<file path="config.mk">
export PLATFORM = sky130hd
export DESIGN_NAME = hlbct_mod
export DESIGN_NICKNAME = d
export VERILOG_FILES = /design/src/sv/hlbct_pkg.sv /design/src/sv/hlbct_mod.sv
export SDC_FILE = /design/constraint.sdc
export NUM_CORES = 1
export LEC_CHECK = 0
export ABC_AREA = 1
export BUFFER_PORTS_ARGS = -buffer_cell sky130_fd_sc_hd__buf_4
export CAP_MARGIN = 20
export CELL_PAD_IN_SITES_DETAIL_PLACEMENT = 1
export CELL_PAD_IN_SITES_GLOBAL_PLACEMENT = 1
export CORE_ASPECT_RATIO = 1.75
export CORE_UTILIZATION = 53
export DETAILED_ROUTE_END_ITERATION = 10
export PLACE_DENSITY_LB_ADDON = 0.12
export SLEW_MARGIN = 20
export SYNTH_ARGS = -nofsm -noshare
export SYNTH_HDL_FRONTEND = slang
export SYNTH_SLANG_ARGS = --single-unit
</file>
<file path="constraint.sdc">
create_clock -name clk -period 7.6 [get_ports clk]
set_clock_uncertainty 0.1 [all_clocks]
set_input_delay 1.52 -clock clk [delete_from_list [all_inputs] [get_ports clk]]
set_output_delay 1.52 -clock clk [all_outputs]
set_load 0.005 [all_outputs]
</file>
<file path="src/sv/hlbct_pkg.sv">
// Shared types and constants of the hashed buffer-cache tag engine.
// Depends on nothing; every other file refers to it by scoped names.
package hlbct_pkg;

  localparam int DEFAULT_SLOTS   = 32;
  localparam int DEFAULT_BUCKETS = 13;

  // Sized for the largest configuration (64 slots, 64 buckets).
  localparam int IDX_W = 6;
  localparam int BKT_W = 6;
  localparam int CNT_W = 7;

  localparam logic [1:0] CMD_GET     = 2'd0;
  localparam logic [1:0] CMD_RELEASE = 2'd1;
  localparam logic [1:0] CMD_PIN     = 2'd2;
  localparam logic [1:0] CMD_UNPIN   = 2'd3;

  localparam logic [1:0] ST_OK        = 2'd0;
  localparam logic [1:0] ST_NO_BUF    = 2'd1;
  localparam logic [1:0] ST_UNDERFLOW = 2'd2;

  typedef struct packed {
    logic [1:0]  command;
    logic [7:0]  device;
    logic [31:0] block_number;
    logic [4:0]  slot;
    logic [31:0] tick;
  } req_t;

  typedef struct packed {
    logic [4:0] granted_slot;
    logic       hit;
    logic       needs_read;
    logic [1:0] status;
  } rsp_t;

  typedef enum logic [2:0] {
    UPD_NONE,
    UPD_HIT,
    UPD_CLAIM,
    UPD_PIN,
    UPD_DEC,
    UPD_RELEASE
  } upd_kind_t;

  // Write broadcast from the controller to the cells.
  typedef struct packed {
    upd_kind_t        kind;
    logic [IDX_W-1:0] idx;
    logic             relink;
    logic [7:0]       device;
    logic [31:0]      block;
    logic [BKT_W-1:0] bucket;
    logic [31:0]      stamp;
    logic [31:0]      tick;
  } upd_t;

  // Search token handed from cell to cell.
  typedef struct packed {
    logic             active;
    logic             match_found;
    logic [IDX_W-1:0] match_idx;
    logic             match_valid;
    logic             cand_found;
    logic [IDX_W-1:0] cand_idx;
    logic [BKT_W-1:0] cand_dist;
    logic [31:0]      cand_rt;
    logic [31:0]      cand_stamp;
  } token_t;

endpackage

</file>
<file path="src/sv/hlbct_mod.sv">
// Remainder unit: block number mod BUCKET_COUNT in a three-stage pipeline that
// folds the bytes by constant residues, then divides by reciprocal multiply.
// Depends on hlbct_pkg.
module hlbct_mod #(
  parameter int BUCKET_COUNT = hlbct_pkg::DEFAULT_BUCKETS
) (
  input  logic                          clk,
  input  logic                          rst,
  input  logic                          start,
  input  logic [31:0]                   value,
  output logic                          done,
  output logic [hlbct_pkg::BKT_W-1:0]   rem
);

  // Residues of 2^0, 2^8, 2^16 and 2^24; the folded sum stays below 2^16.
  localparam logic [15:0] RES0 = 16'(1 % BUCKET_COUNT);
  localparam logic [15:0] RES1 = 16'((1 << 8) % BUCKET_COUNT);
  localparam logic [15:0] RES2 = 16'((1 << 16) % BUCKET_COUNT);
  localparam logic [15:0] RES3 = 16'((1 << 24) % BUCKET_COUNT);
  // ceil(2^23 / BUCKET_COUNT) gives an exact quotient for any 16-bit operand.
  localparam logic [39:0] RECIP   = 40'(((1 << 23) + BUCKET_COUNT - 1) / BUCKET_COUNT);
  localparam logic [15:0] MODULUS = 16'(BUCKET_COUNT);

  logic [2:0]  stage;
  logic [15:0] fold;
  logic [15:0] fold_q;
  logic [15:0] quot;
  logic [39:0] prod;
  logic [15:0] back;
  logic [15:0] diff;

  assign prod = {24'd0, fold} * RECIP;
  assign back = quot * MODULUS;
  assign diff = fold_q - back;
  assign done = stage[2];

  always_ff @(posedge clk) begin
    if (rst) begin
      stage <= '0;
    end else begin
      stage <= {stage[1:0], start};
    end
  end

  always_ff @(posedge clk) begin
    if (start) begin
      fold <= (16'(value[7:0]) * RES0) + (16'(value[15:8]) * RES1) +
              (16'(value[23:16]) * RES2) + (16'(value[31:24]) * RES3);
    end
    if (stage[0]) begin
      quot   <= prod[38:23];
      fold_q <= fold;
    end
    // hold the remainder until the next start
    if (stage[1]) begin
      rem <= diff[hlbct_pkg::BKT_W-1:0];
    end
  end

endmodule

</file>
==> flow_metrics.env <==
export IMPL_min_from="stage[1]"
export IMPL_grt_max_degree=15
export IMPL_grt_pass1_wl_um=31260
export IMPL_wl_per_cell_um=20.06
export IMPL_post_cts_setup_buffers=0
export IMPL_fillerInstances=1574
export IMPL_initial_core_util=0.5394
export IMPL_core_mm2=0.01287
export IMPL_ctsHtreeMaxLevel=2
export IMPL_synth_most_common_cell="inv_1"
export IMPL_grtUsageTotal=0.3213
export IMPL_fin_crit_sh=0.7207
export IMPL_drc=2
export IMPL_ant_nets=0
export IMPL_synth_common_cells="218 x inv_1, 145 x ha_1, 130 x nand2_1, 101 x fa_1, 37 x nor2_1"
export IMPL_startpoint="fold[4]"
export IMPL_place_congestion=0.9211
export IMPL_tightest_slew_ns=0.8013
export IMPL_preCtsSetupSlack_ns=2.182
export IMPL_num_vias=5301
export IMPL_regArea_um2=991.0
export IMPL_cp_end_kind="flop"
export IMPL_max_slew_margin=0.4650
export IMPL_multi_input_area_mm2=0.005132
export IMPL_syn_area_mm2=0.006942
export IMPL_startpoint_type="flop"
export IMPL_critical_path_max_fanout=7
export IMPL_rsz0062_at_grt="false"
export IMPL_setup_viol=0
export IMPL_die_y_um=153.4
export IMPL_fin_crit_ns=5.477
export IMPL_finalMaxSlewViolations=0
export IMPL_numCtsBuffers=5
export IMPL_hold_viol=0
export IMPL_dp_hpwl_um=17560
export IMPL_clock_sinks=34
export IMPL_layout_drive_gt1_share=0.07204
export IMPL_placed_cell_area_mm2=0.007463
export IMPL_path_class="flop to flop"
export IMPL_synth_top_cell_area_share=0.2913
export IMPL_ctsHoldBuffers=0
export IMPL_seq_area_frac_synth=0.1428
export IMPL_max_cap_viol_count=0
export IMPL_yosysWarnings=0
export IMPL_syn_nets=1051
export IMPL_grt_ovfl_total=0
export IMPL_post_cts_resized=0
export IMPL_cp_data_required_time_ns=7.55
export IMPL_io_pins=42
export IMPL_outcome="finished with violations"
export IMPL_timing_fmax_ghz=0.1826
export IMPL_violations="DRC"
export IMPL_num_rows=55
export IMPL_synth_main_ff_cell="edfxtp_1"
export IMPL_cts_buffer_depth=2
export IMPL_synth_top_area_cell="fa_1"
export IMPL_detail_route_first_pass_iterations=7
export IMPL_routed_wl_um=19860
export IMPL_via_per_inst=5.355
export IMPL_cts_root_buf="clkbuf_16"
export IMPL_final_cell_area_mm2=0.007605
export IMPL_hold_ws_ns=0.4881
export IMPL_cts_clk_slew_worst_paths_ns=0.06
export IMPL_synthArstFlopShare=0
export IMPL_synth_edf_count=31
export IMPL_finalWorstSetupSlack_ns=2.123
export IMPL_diodes=0
export IMPL_avgSynthCellArea_um2=9.015
export IMPL_portBuffers=41
export IMPL_yosys_register_bits=34
export IMPL_grt_antenna_before_repair=0
export IMPL_cp_arrival_ns=5.42
export IMPL_drt_iter0_drc=131
export IMPL_cts_tree="yes"
export IMPL_synth_cells=770
export IMPL_ys_types=26
export IMPL_syn_to_final_growth_pct=9.553
export IMPL_nets=1099
export IMPL_clk_latency_ns=0.30
export IMPL_hold_class="flop to flop"
export IMPL_die_width_um=88.51
export IMPL_grt_pass1_vias=6342
export IMPL_synthTopCellsByArea="fa_1 29%, ha_1 26%, edfxtp_1 13%"
export IMPL_fp_dieArea_mm2=0.01358
export IMPL_timing_rr_start="fold[4]"
export IMPL_fin_setup_tns_ns=0
layout by cell type, fill, tap and decap left out, types with 4 or more instances in the layout:
master and count:
a21oi_1 30, buf_4 41, clkbuf_16 5, edfxtp_1 31
fa_1 101, ha_1 145, inv_1 218, nand2_1 130
nand3_1 21, nand4_1 5, nor2_1 37, o21ai_0 9
o21bai_1 4, xnor2_1 7, xor2_1 13
sequential cells by signal (all words and copies together), names as in the netlist:
signal  flops
fold_q      6
quot        6
fold       13
stage       3
rem         6
routing by layer:
layer,wire [µm],vias to the layer above,track usage,part of all wire
met3,465,89,0.03510,0.023
met1,5937,2623,0.2639,0.30
met2,11640,134,0.6385,0.59
met4,1824,0,0.2504,0.092
li1,-,2455,-,-
met5,0,-,0,0
worst max-delay path: stages (launching register included):
cell and delay (ns):
edfxtp_1 0.67, inv_1 0.12, ha_1 0.36, fa_1 0.55, inv_1 0.08, fa_1 0.55
fa_1 0.45, fa_1 0.55, inv_1 0.05, fa_1 0.53, inv_1 0.04, ha_1 0.32
nand2_1 0.16, nor3_2 0.21, nand2_1 0.08, nor2_1 0.09, nand2_1 0.13, nand4_1 0.12
nand2_1 0.05
worst paths after layout:
path              slack (ns)        to  cells after the start
hold / removal          0.49  stage[2]                      2
hold reg to reg         0.49  stage[2]                      2
setup reg to reg        2.12   quot[3]                     18
setup / recovery        2.12   quot[3]                     18
cell families after synthesis:
family	count (synthesis)	synth area share
AND/OR/NAND/NOR	205	0.1246
buffers and inverters	218	0.1179
adder cells (fa/ha/maj)	246	0.5526
AO/OA/AOI/OAI	47	0.03695
XOR/XNOR	20	0.02523
flip-flops	34	0.1428
area by class of cell:
class                   count  share of cell area
clock inverters             3            0.002139
repair buffers             41             0.04047
inverters                 218              0.1076
multi-input cells         518              0.6749
well taps                 171             0.02813
flip-flops and latches     34              0.1303
clock buffers               5             0.01645
metrics by stage:
step | util | std cells
2_1_floorplan | - | 770
3_3_place_gp | 0.5800 | 982
3_5_place_dp | 0.5800 | 982
4_1_cts | 0.5910 | 990
5_1_grt | 0.5910 | 990
6_report | 0.5910 | 990
Power is left out: the tool's default activity adds up to more than one toggle a clock period on the data nets, which glitch-free logic cannot reach.
